**src/hdl/rexs_pkg.sv**
```systemverilog
// Package for the record exchange sorter: field widths, parameter defaults,
// the record and result beat types and the controller state encoding.
// No dependencies.
package rexs_pkg;

  localparam int KEY_W              = 6;
  localparam int ID_W               = 16;
  localparam int TDATA_W            = 24;
  localparam int MAX_RECORDS_DEF    = 64;
  localparam int TITLE_CAPACITY_DEF = 50;

  typedef struct packed {
    logic [KEY_W-1:0] key;
    logic [ID_W-1:0]  id;
  } rec_t;

  // One result as handed from the controller to the output register
  typedef struct packed {
    rec_t rec;
    logic last;
    logic dropped;
  } beat_t;

  typedef enum logic [2:0] {
    ST_LOAD,
    ST_SORT_I,
    ST_SORT_H,
    ST_SORT_J,
    ST_SORT_W,
    ST_OUT_RD,
    ST_OUT
  } state_t;

endpackage

```
**src/hdl/rexs_mem.sv**
```systemverilog
// Record store: one write port, one read port, registered read data.
// Depends on rexs_pkg.
module rexs_mem #(
  parameter int DEPTH = rexs_pkg::MAX_RECORDS_DEF,
  parameter int AW    = $clog2(rexs_pkg::MAX_RECORDS_DEF)
) (
  input  logic           clk,
  input  logic           we,
  input  logic [AW-1:0]  waddr,
  input  rexs_pkg::rec_t wdata,
  input  logic [AW-1:0]  raddr,
  output rexs_pkg::rec_t rdata
);
  import rexs_pkg::*;

  rec_t mem_r [DEPTH];
  rec_t rdata_r;

  always_ff @(posedge clk) begin
    if (we) begin
      mem_r[waddr] <= wdata;
    end
  end

  always_ff @(posedge clk) begin
    rdata_r <= mem_r[raddr];
  end

  assign rdata = rdata_r;

endmodule

```
**src/hdl/rexs_ctrl.sv**
```systemverilog
// Load / exchange-sort / unload sequencer working on the record store.
// Depends on rexs_pkg and rexs_mem.
module rexs_ctrl #(
  parameter int MAX_RECORDS    = rexs_pkg::MAX_RECORDS_DEF,
  parameter int TITLE_CAPACITY = rexs_pkg::TITLE_CAPACITY_DEF
) (
  input  logic                        clk,
  input  logic                        rst_n,
  input  logic                        in_valid,
  output logic                        in_ready,
  input  logic [rexs_pkg::KEY_W-1:0]  in_key,
  input  logic [rexs_pkg::ID_W-1:0]   in_id,
  input  logic                        in_last,
  input  logic                        out_free,
  output logic                        beat_load,
  output rexs_pkg::beat_t             beat
);
  import rexs_pkg::*;

  localparam int AW = $clog2(MAX_RECORDS);
  localparam int CW = $clog2(MAX_RECORDS + 1);
  localparam logic [8:0] KEY_TOP = 9'(TITLE_CAPACITY - 1);

  state_t state_r, state_nxt;

  logic [CW-1:0] count_r, count_nxt;
  logic          overflow_r, overflow_nxt;
  logic [AW-1:0] i_r, i_nxt;
  logic [AW-1:0] j_r, j_nxt;
  logic [AW-1:0] o_r, o_nxt;
  rec_t          held_r, held_nxt;

  logic          we;
  logic [AW-1:0] waddr;
  rec_t          wdata;
  logic [AW-1:0] raddr;
  rec_t          rdata;

  logic          accept;
  logic          full;
  logic [CW-1:0] count_after;
  logic [AW-1:0] last_idx;
  logic          swap;
  logic          more_passes;
  logic          out_go;
  rec_t          in_rec;

  rexs_mem #(.DEPTH(MAX_RECORDS), .AW(AW)) u_mem (
    .clk   (clk),
    .we    (we),
    .waddr (waddr),
    .wdata (wdata),
    .raddr (raddr),
    .rdata (rdata)
  );

  assign accept      = in_valid && (state_r == ST_LOAD);
  assign full        = (count_r == CW'(MAX_RECORDS));
  assign count_after = full ? count_r : count_r + CW'(1);
  assign last_idx    = AW'(count_r - CW'(1));
  assign swap        = (rdata.key < held_r.key);
  assign more_passes = ((CW+1)'(i_r) + (CW+1)'(2)) < (CW+1)'(count_r);
  assign out_go      = (state_r == ST_OUT) && out_free;

  // Saturate keys that cannot fit the title buffer
  always_comb begin
    in_rec.id  = in_id;
    in_rec.key = ({3'b000, in_key} > KEY_TOP) ? KEY_TOP[KEY_W-1:0] : in_key;
  end

  // Next state
  always_comb begin
    state_nxt = state_r;
    unique case (state_r)
      ST_LOAD: begin
        if (accept && in_last) begin
          state_nxt = (count_after == CW'(1)) ? ST_OUT_RD : ST_SORT_I;
        end
      end
      ST_SORT_I: state_nxt = ST_SORT_H;
      ST_SORT_H: state_nxt = ST_SORT_J;
      ST_SORT_J: begin
        if (j_r == last_idx) begin
          state_nxt = ST_SORT_W;
        end
      end
      ST_SORT_W: state_nxt = more_passes ? ST_SORT_I : ST_OUT_RD;
      ST_OUT_RD: state_nxt = ST_OUT;
      ST_OUT: begin
        if (out_go && (o_r == last_idx)) begin
          state_nxt = ST_LOAD;
        end
      end
      default:   state_nxt = ST_LOAD;
    endcase
  end

  // Memory port and handshake outputs
  always_comb begin
    in_ready  = 1'b0;
    we        = 1'b0;
    waddr     = '0;
    wdata     = held_r;
    raddr     = '0;
    beat_load = 1'b0;
    unique case (state_r)
      ST_LOAD: begin
        in_ready = 1'b1;
        we       = accept && !full;
        waddr    = AW'(count_r);
        wdata    = in_rec;
      end
      ST_SORT_I: raddr = i_r;
      ST_SORT_H: raddr = i_r + AW'(1);
      ST_SORT_J: begin
        raddr = j_r + AW'(1);
        we    = swap;
        waddr = j_r;
      end
      ST_SORT_W: begin
        we    = 1'b1;
        waddr = i_r;
      end
      ST_OUT_RD: raddr = o_r;
      ST_OUT: begin
        beat_load = out_free;
        raddr     = out_free ? o_r + AW'(1) : o_r;
      end
      default: ;
    endcase
  end

  assign beat.rec     = rdata;
  assign beat.last    = (o_r == last_idx);
  assign beat.dropped = overflow_r;

  // Datapath next values
  always_comb begin
    count_nxt    = count_r;
    overflow_nxt = overflow_r;
    i_nxt        = i_r;
    j_nxt        = j_r;
    o_nxt        = o_r;
    held_nxt     = held_r;
    case (state_r)
      ST_LOAD: begin
        if (accept) begin
          count_nxt    = count_after;
          overflow_nxt = overflow_r || full;
          i_nxt        = '0;
          o_nxt        = '0;
        end
      end
      ST_SORT_H: begin
        held_nxt = rdata;
        j_nxt    = i_r + AW'(1);
      end
      ST_SORT_J: begin
        if (swap) begin
          held_nxt = rdata;
        end
        j_nxt = j_r + AW'(1);
      end
      ST_SORT_W: i_nxt = i_r + AW'(1);
      ST_OUT: begin
        if (out_go) begin
          o_nxt = o_r + AW'(1);
          if (o_r == last_idx) begin
            count_nxt    = '0;
            overflow_nxt = 1'b0;
          end
        end
      end
      default: ;
    endcase
  end

  always_ff @(posedge clk) begin
    if (!rst_n) begin
      state_r    <= ST_LOAD;
      count_r    <= '0;
      overflow_r <= 1'b0;
      i_r        <= '0;
      j_r        <= '0;
      o_r        <= '0;
    end else begin
      state_r    <= state_nxt;
      count_r    <= count_nxt;
      overflow_r <= overflow_nxt;
      i_r        <= i_nxt;
      j_r        <= j_nxt;
      o_r        <= o_nxt;
    end
  end

  always_ff @(posedge clk) begin
    held_r <= held_nxt;
  end

endmodule

```
**src/hdl/record_exchange_sort_by_key.sv**
```systemverilog
// Record exchange sort by key. Input beats are accepted while loading; after the
// beat marked last, the records are sorted with one compare per cycle through
// the store's single read port; the first result is then read from the store into
// the output register, and one result per cycle follows while out_tready is high.
// Reset: synchronous, active low; clears the sequencer, count and drop flag.
// The record store is not cleared: only entries written in a run are read.
module record_exchange_sort_by_key #(
  parameter int MAX_RECORDS    = rexs_pkg::MAX_RECORDS_DEF,
  parameter int TITLE_CAPACITY = rexs_pkg::TITLE_CAPACITY_DEF
) (
  input  logic                          clk,
  input  logic                          rst_n,
  // Input beats: one record each; tlast closes the run and starts the sort (skipped for a single record)
  input  logic                          in_tvalid,
  output logic                          in_tready,
  input  logic [rexs_pkg::TDATA_W-1:0]  in_tdata,  // [5:0] title_length, [21:6] record_id
  input  logic                          in_tlast,  // last_record
  // Result beats in ascending key order
  output logic                          out_tvalid,
  input  logic                          out_tready,
  output logic [rexs_pkg::TDATA_W-1:0]  out_tdata, // [15:0] sorted_id, [21:16] sorted_length
  output logic                          out_tlast, // end_of_run
  output logic                          out_tuser  // records_dropped
);
  import rexs_pkg::*;

  logic  out_valid_r;
  beat_t out_beat_r;
  logic  out_free;
  logic  beat_load;
  beat_t beat;

  // Output register frees the sequencer as soon as the consumer takes a beat
  assign out_free = !out_valid_r || out_tready;

  rexs_ctrl #(
    .MAX_RECORDS    (MAX_RECORDS),
    .TITLE_CAPACITY (TITLE_CAPACITY)
  ) u_ctrl (
    .clk       (clk),
    .rst_n     (rst_n),
    .in_valid  (in_tvalid),
    .in_ready  (in_tready),
    .in_key    (in_tdata[KEY_W-1:0]),
    .in_id     (in_tdata[KEY_W+ID_W-1:KEY_W]),
    .in_last   (in_tlast),
    .out_free  (out_free),
    .beat_load (beat_load),
    .beat      (beat)
  );

  always_ff @(posedge clk) begin
    if (!rst_n) begin
      out_valid_r <= 1'b0;
    end else if (beat_load) begin
      out_valid_r <= 1'b1;
    end else if (out_tready) begin
      out_valid_r <= 1'b0;
    end
  end

  always_ff @(posedge clk) begin
    if (beat_load) begin
      out_beat_r <= beat;
    end
  end

  assign out_tvalid = out_valid_r;
  assign out_tdata  = {{(TDATA_W-KEY_W-ID_W){1'b0}}, out_beat_r.rec.key, out_beat_r.rec.id};
  assign out_tlast  = out_beat_r.last;
  assign out_tuser  = out_beat_r.dropped;

endmodule
```
**config.mk**
```make
export PLATFORM = sky130hd
export DESIGN_NAME = record_exchange_sort_by_key
export DESIGN_NICKNAME = d
export VERILOG_FILES = /design/src/hdl/rexs_pkg.sv /design/src/hdl/rexs_mem.sv /design/src/hdl/rexs_ctrl.sv /design/src/hdl/record_exchange_sort_by_key.sv
export SDC_FILE = /design/constraint.sdc
export NUM_CORES = 2
export LEC_CHECK = 0
export BUFFER_PORTS_ARGS = -buffer_cell sky130_fd_sc_hd__buf_2
export CAP_MARGIN = 20
export CORE_UTILIZATION = 55
export DETAILED_ROUTE_END_ITERATION = 6
export PLACE_DENSITY = 0.71
export REMOVE_ABC_BUFFERS = 1
export SYNTH_ARGS = -nofsm -noshare
export SYNTH_HDL_FRONTEND = slang
export SYNTH_HIERARCHICAL = 1
export SYNTH_SLANG_ARGS = --single-unit
```
**constraint.sdc**
```tcl
create_clock -name clk -period 5.9 [get_ports clk]
set_input_delay 0.59 -clock clk [delete_from_list [all_inputs] [get_ports clk]]
set_output_delay 0.59 -clock clk [all_outputs]
set_load 0.02 [all_outputs]
```
## After elaboration in Yosys (flattened, before gate mapping)

Memories as Yosys holds them, arrays and structs flattened. A register that Yosys moved wholly into a read port is not among the register bits.
Index checks and enable logic that the tools add are counted.

| word-level totals | value |
|---|---|
| register bits after elaboration | 76 |
| word-level logic and storage cells | 93 |
| bits in writable memories | 1,408 |
| memories kept | 1 |
| output and inout port bits | 28 |

Memories:

| memory | depth | bits a word | read ports | clocked after Yosys merged registers in | write ports | line | text |
|---|---|---|---|---|---|---|---|
| u_ctrl.u_mem.mem_r | 64 | 22 | 1 | 1 | 1 | rexs_mem.sv:16 | `rec_t mem_r [DEPTH];` |

| operators by class | value |
|---|---|
| reductions and logical operators | 19 |
| eq/ne operators | 17 |
| mux-type cells | 34 |
| $add $sub $neg | 6 |
| $lt $le $gt $ge | 3 |

Operators with widths:

| kind | count |
|---|---|
| 22-bit 2-to-1 mux | 2 |
| 22-bit one-hot mux with 2 select lines | 1 |
| 6-bit one-hot mux with 2 select lines | 3 |
| 6-bit one-hot mux with 5 select lines | 1 |
| 7-bit 2-to-1 mux | 4 |
| 6-bit 2-to-1 mux | 4 |
| 3-bit one-hot mux with 7 select lines | 1 |
| 6-bit by 1-bit adder with 6-bit output, second input constant | 3 |
| 6-bit one-hot mux with 3 select lines | 1 |
| 3-bit 2-to-1 mux | 5 |
| 7-bit one-hot mux with 2 select lines | 1 |
| 6-bit == test | 2 |
| 3-bit == test, second input constant | 3 |
| 1-bit 2-to-1 mux | 9 |
| 2-bit by 1-bit inequality test with 1-bit output, second input constant | 4 |
| 2-bit nonzero test | 4 |
| 6-bit by 2-bit adder with 7-bit output, second input constant | 1 |
| 7-bit by 1-bit adder with 7-bit output, second input constant | 1 |
| 7-bit by 1-bit == test with 1-bit output, second input constant | 1 |
| 7-bit == test, second input constant | 1 |
| 7-bit less-than comparator | 1 |
| 3-bit by 2-bit == test with 1-bit output, second input constant | 2 |
| 6-bit > comparator, second input constant | 1 |
| 6-bit less-than comparator | 1 |
| 12 further kinds | 22 |

## Longest topological paths before layout

| depth | value |
|---|---|
| depth after elaboration | 6 |
| depth in mapped cells | 17 |
| gate-level depth less buffers | 13 |

## Cells and area by module

The synthesis kept the hierarchy.

By module, submodules not included:

| module | area each (sq um) | seq. area each (sq um) | times used | cells each |
|---|---|---|---|---|
| rexs_mem | 54,260.8 | 42,721.0 | 1 | 2,349 |
| rexs_ctrl | 3,544.6 | 1,241.2 | 1 | 435 |
| record_exchange_sort_by_key | 788.3 | 740.7 | 1 | 31 |

## Worst setup path after synthesis

OpenSTA, ideal clock, no wires.

| timing path | value |
|---|---|
| path kind | reg-to-reg |
| start | reg u_ctrl.state_r[0] |
| end | mem u_ctrl/u_mem/mem_r[0][19] (netlist bit) (data pin) |
| path buffers | 4 |
| arrival time | 3,775 ps |
| slack | 1,423 ps |
| stages on the path, launching flop included | 8 |
| clock period less this slack | 4,477 ps |
| cells stage by stage | dfxtp_1 -> clkbuf_1 -> or3_4 -> buf_6 -> clkinv_4 -> buf_2 -> clkbuf_1 -> o21ai_0 |

RTL lines:

| item | line | text |
|---|---|---|
| from (decl) | rexs_ctrl.sv:24 | `state_t state_r, state_nxt;` |
| from (signal assigned) | rexs_ctrl.sv:187 | `state_r <= state_nxt;` |
| to (decl) | rexs_mem.sv:16 |  |

## Worst setup path after layout

| timing path | value |
|---|---|
| start | reg u_ctrl.state_r[1] |
| end | reg, netlist name u_ctrl/u_mem/rdata[13] |

| on the way | value |
|---|---|
| word-level cells in the longest chain between the ends | 2 |
| elaborated cells on any way between the ends | 6 |
| classes of those cells | eq/ne: 5; mux: 1 |

RTL lines:

| item | line | text |
|---|---|---|
| 3-bit == test (tied with other cells) | rexs_ctrl.sv:106 | `unique case (state_r)` |
| 6-bit one-hot mux with 5 select lines * | rexs_ctrl.sv:106 |  |
| via u_ctrl.raddr[2] | rexs_ctrl.sv:36 | `logic [AW-1:0] raddr;` |

The timed path passes the listed nets; every way through them passes the cells marked *.
A chain may end at the register's enable or synchronous reset.

==> impl_metrics.env <==
export IMPL_netlist_area_um2=58600
export IMPL_cts_resized_gates=0
export IMPL_skew_ns=0.0211
export IMPL_yosys_warnings=6
export IMPL_yosysSeqAreaShare=0.763
export IMPL_syn_mean_instance_area_um2=20.8
export IMPL_num_rows=119
export IMPL_hold_path_class="in2reg"
export IMPL_ir_drop_uv=423
export IMPL_finalHoldViolCount=0
export IMPL_slew_violations=0
export IMPL_portBuffers=52
export IMPL_startpoint="u_ctrl/state_r[1]"
export IMPL_synth_cells=2815
export IMPL_synth_cell_types=67
export IMPL_overflow=0
export IMPL_dp_cells=4215
export IMPL_critical_path_class="reg2reg"
export IMPL_fin_nets=3022
export IMPL_final_layout_size_suffix_gt1_frac=0.275
export IMPL_avgViaCountPerCell=6.47
export IMPL_fmax_mhz=190
export IMPL_core_area_um2=105000
export IMPL_routed_wl_um=136000
export IMPL_setup_violations=0
export IMPL_violations="design-rule violations"
export IMPL_drc_errors=27
export IMPL_r2r_start="u_ctrl/state_r[1]"
export IMPL_hold_buffers=0
export IMPL_clk_pin_slew_ns=0.06
export IMPL_routed_via_count=28958
export IMPL_cts_tree="done"
export IMPL_holdCritStartpoint="out_tready"
export IMPL_status="complete, but fails checks"
export IMPL_cp_num_buf_inv=2
export IMPL_max_stage_delay_ns=0.73
export IMPL_cts_buffer_depth=3
export IMPL_p_leak_nw=20.3
export IMPL_r2r_slack_ns=0.65
export IMPL_async_flop_share=0
export IMPL_required_ns=6.50
export IMPL_die_x_um=328
export IMPL_hpwl_um=77200
export IMPL_holdPathStages=3
export IMPL_slowest_stage="dfxtp_1"
export IMPL_final_cells=4479
export IMPL_synth_seq_cells=1506
export IMPL_rsz0062_at_grt="no"
export IMPL_gp_congestion=0.958
export IMPL_antenna_found_initial=3
export IMPL_n_fill_cell=6975
export IMPL_timing_final_crit_share=0.891
export IMPL_drtPass1Iterations=7
export IMPL_die_y_um=328
export IMPL_ff2ff_path_depth=12
export IMPL_grt_pass1_wl_um=197000
export IMPL_drtAntennaViolNets=0
export IMPL_cts_made_buffers=144
export IMPL_crit_top_cell="nand2_1"
export IMPL_io_pins=57
export IMPL_clock_sinks=1506
export IMPL_crit_chain="nor2b_1 > and2_1 > nand2_1 > inv_2 > nand3b_1 > nand4_1 > buf_4 > mux4_2 > a22oi_1 > nand3_1 > nand2_1 > a211oi_1"
export IMPL_maxCapViolations=0
export IMPL_end_kind="flop"
export IMPL_grt_pass1_vias=29183
export IMPL_post_drt_wl_per_cell_um=30.3
export IMPL_path_max_fanout=37
export IMPL_syn_to_final_growth_pct=12.2
export IMPL_ys_flop_type="edfxtp_1"
export IMPL_diodes=0
export IMPL_cp_start_kind="flop"
export IMPL_first_iter_violations=3760
export IMPL_clockRootBuffer="clkbuf_16"
export IMPL_cts_max_level=4
export IMPL_clock_latency_ns=0.75
export IMPL_grt_use_total=0.256
export IMPL_synth_edff_count=1454
export IMPL_tightestPinTransition_ns=1.11
export IMPL_die_area_um2=108000
export IMPL_whs_endpoint="out_tvalid"
export IMPL_crit_arrival_ns=5.85
export IMPL_reg2reg_to="u_ctrl/u_mem/rdata[13]"
export IMPL_relSlewSlack=0.259
export IMPL_grt_max_degree=89
export IMPL_cp_top_family="simple AND/OR/NAND/NOR gates"
export IMPL_power_density_nw_per_um2=498
export IMPL_power_total_mw=32.7
export IMPL_period_minus_slack_ns=5.25
export IMPL_initial_core_util=0.556
export IMPL_cts_setup_buffers=0
-- synth_stat cells (all sizes together), types with 5 or more instances --
master  instances  area, um2
a211oi         18        145
and3            6       37.5
nand2b          9       63.8
a31oi           6       37.5
xor2            7       61.3
a22oi          60        450
a211o           6       52.6
o221ai         14        123
edfxtp       1454      43700
mux2i          72        721
o22ai           8       50.1
nand4           9       56.3
a22o           22        193
and2            8       50.1
a221oi         23        208
ha             18        225
a21o            5       37.5
o21ai          54        274
a21oi          41        209
nand2         109        409
nor2          110        413
nor3           17       96.4
xnor2          18        158
inv            21       78.8
clkbuf         76        287
nand3          51        255
dfxtp          52       1040
buf            90        563
nor2b          16        100
mux4          352       7930
nand3b         10       75.1
mux2           13        146
or3             5       36.3
-- area by class of cell --
type | count | area (um2) | area share
multi-input cells | 1122 | 13400 | 0.203
clock buffers | 183 | 3840 | 0.0585
well taps | 1391 | 1740 | 0.0265
clock inverters | 76 | 607 | 0.00923
repair buffers | 179 | 1430 | 0.0217
inverters | 22 | 87.6 | 0.00133
flip-flops and latches | 1506 | 44700 | 0.680
-- sequential cells by signal, summed over array words and instances, names as in the netlist --
name                flops
u_ctrl/u_mem/mem_r   1408
out_tdata              22
u_ctrl/held_r          22
u_ctrl/u_mem/rdata     22
u_ctrl/count_r          7
u_ctrl/i_r              6
u_ctrl/j_r              6
u_ctrl/o_r              6
u_ctrl/state_r          3
out_tlast               1
out_tuser               1
out_tvalid              1
u_ctrl/overflow_r       1
-- where the power goes --
group	total (mW)	switching [mW]	internal, mW
clock network	8.74	3.84	4.90
registers	14.6	0.207	14.3
logic	9.45	6.10	3.35
total	32.7	10.2	22.6
-- worst max-delay path by stage --
stage	to	depth (start not counted)
after floorplan	u_ctrl/u_mem/rdata[10]	9
after global placement	u_ctrl/u_mem/rdata[10]	12
after detailed placement	u_ctrl/u_mem/rdata[10]	12
after CTS	u_ctrl/u_mem/rdata[10]	12
after global routing	u_ctrl/u_mem/rdata[13]	12
final	u_ctrl/u_mem/rdata[13]	12
-- worst min-delay path, stage by stage --
cell and delay [ns]:
buf_2 0.08, nand2b_4 0.15, a21boi_2 0.06
-- metrics by stage --
stage | cell area (um2) | util | hold slack, ns | worst slack, ns | TNS (ns)
5_1_grt | 65800 | 0.624 | 0.171 | 0.412 | 0
6_report | 65800 | 0.624 | 0.182 | 0.646 | 0
3_3_place_gp | 61200 | 0.581 | 0.421 | 0.764 | 0
4_1_cts | 65700 | 0.623 | 0.132 | 0.717 | 0
2_1_floorplan | 57700 | - | 0.404 | -29.14 | -639.73
3_5_place_dp | 61200 | 0.581 | 0.424 | 0.742 | 0
-- kinds of logic after synthesis --
| group | share of synthesized area |
|---|---|
| other | 0.0000640 |
| buffers and inverters | 0.0160 |
| XOR/XNOR | 0.00527 |
| flip-flops | 0.763 |
| multiplexers | 0.150 |
| AND/OR/NAND/NOR | 0.0288 |
| adder cells (fa/ha/maj) | 0.00384 |
| AO/OA/AOI/OAI | 0.0330 |
-- cells in the final DEF (no fill, tap or decap), types with 7 or more instances in the layout --
cell type / synthesis / layout
ha_1: 18 / 18
nor2b_1: 16 / 14
nand2_2: 0 / 17
and2_1: 7 / 7
a22o_1: 22 / 22
mux2_2: 13 / 13
mux2i_1: 72 / 72
nor2_1: 110 / 47
nand2_1: 109 / 92
clkbuf_1: 75 / 34
nor2_4: 0 / 15
buf_12: 0 / 17
nor3_1: 16 / 14
nand3b_1: 10 / 10
dfxtp_1: 52 / 52
a22oi_1: 60 / 60
nand3_1: 51 / 51
buf_2: 42 / 52
clkinv_1: 0 / 30
mux4_2: 352 / 352
a21oi_1: 40 / 40
nand2b_1: 8 / 8
edfxtp_1: 1454 / 1454
nor2_2: 0 / 48
o221ai_1: 14 / 13
inv_1: 20 / 20
o21ai_0: 51 / 42
xor2_1: 7 / 7
clkinv_2: 0 / 22
a211oi_1: 16 / 16
buf_4: 36 / 110
o21ai_4: 0 / 7
o22ai_1: 8 / 8
nand4_1: 9 / 9
xnor2_1: 18 / 18
clkbuf_16: 0 / 148
a221oi_1: 22 / 22
-- per-layer routing --
layer	up-vias	wire [um]	global-route usage
li1	12024	-	-
met1	15190	53300	0.357
met2	1490	64900	0.399
met3	254	12700	0.0562
met4	0	4630	0.0965
met5	-	0	0
No activity file was read; power rests on OpenSTA's default activity.
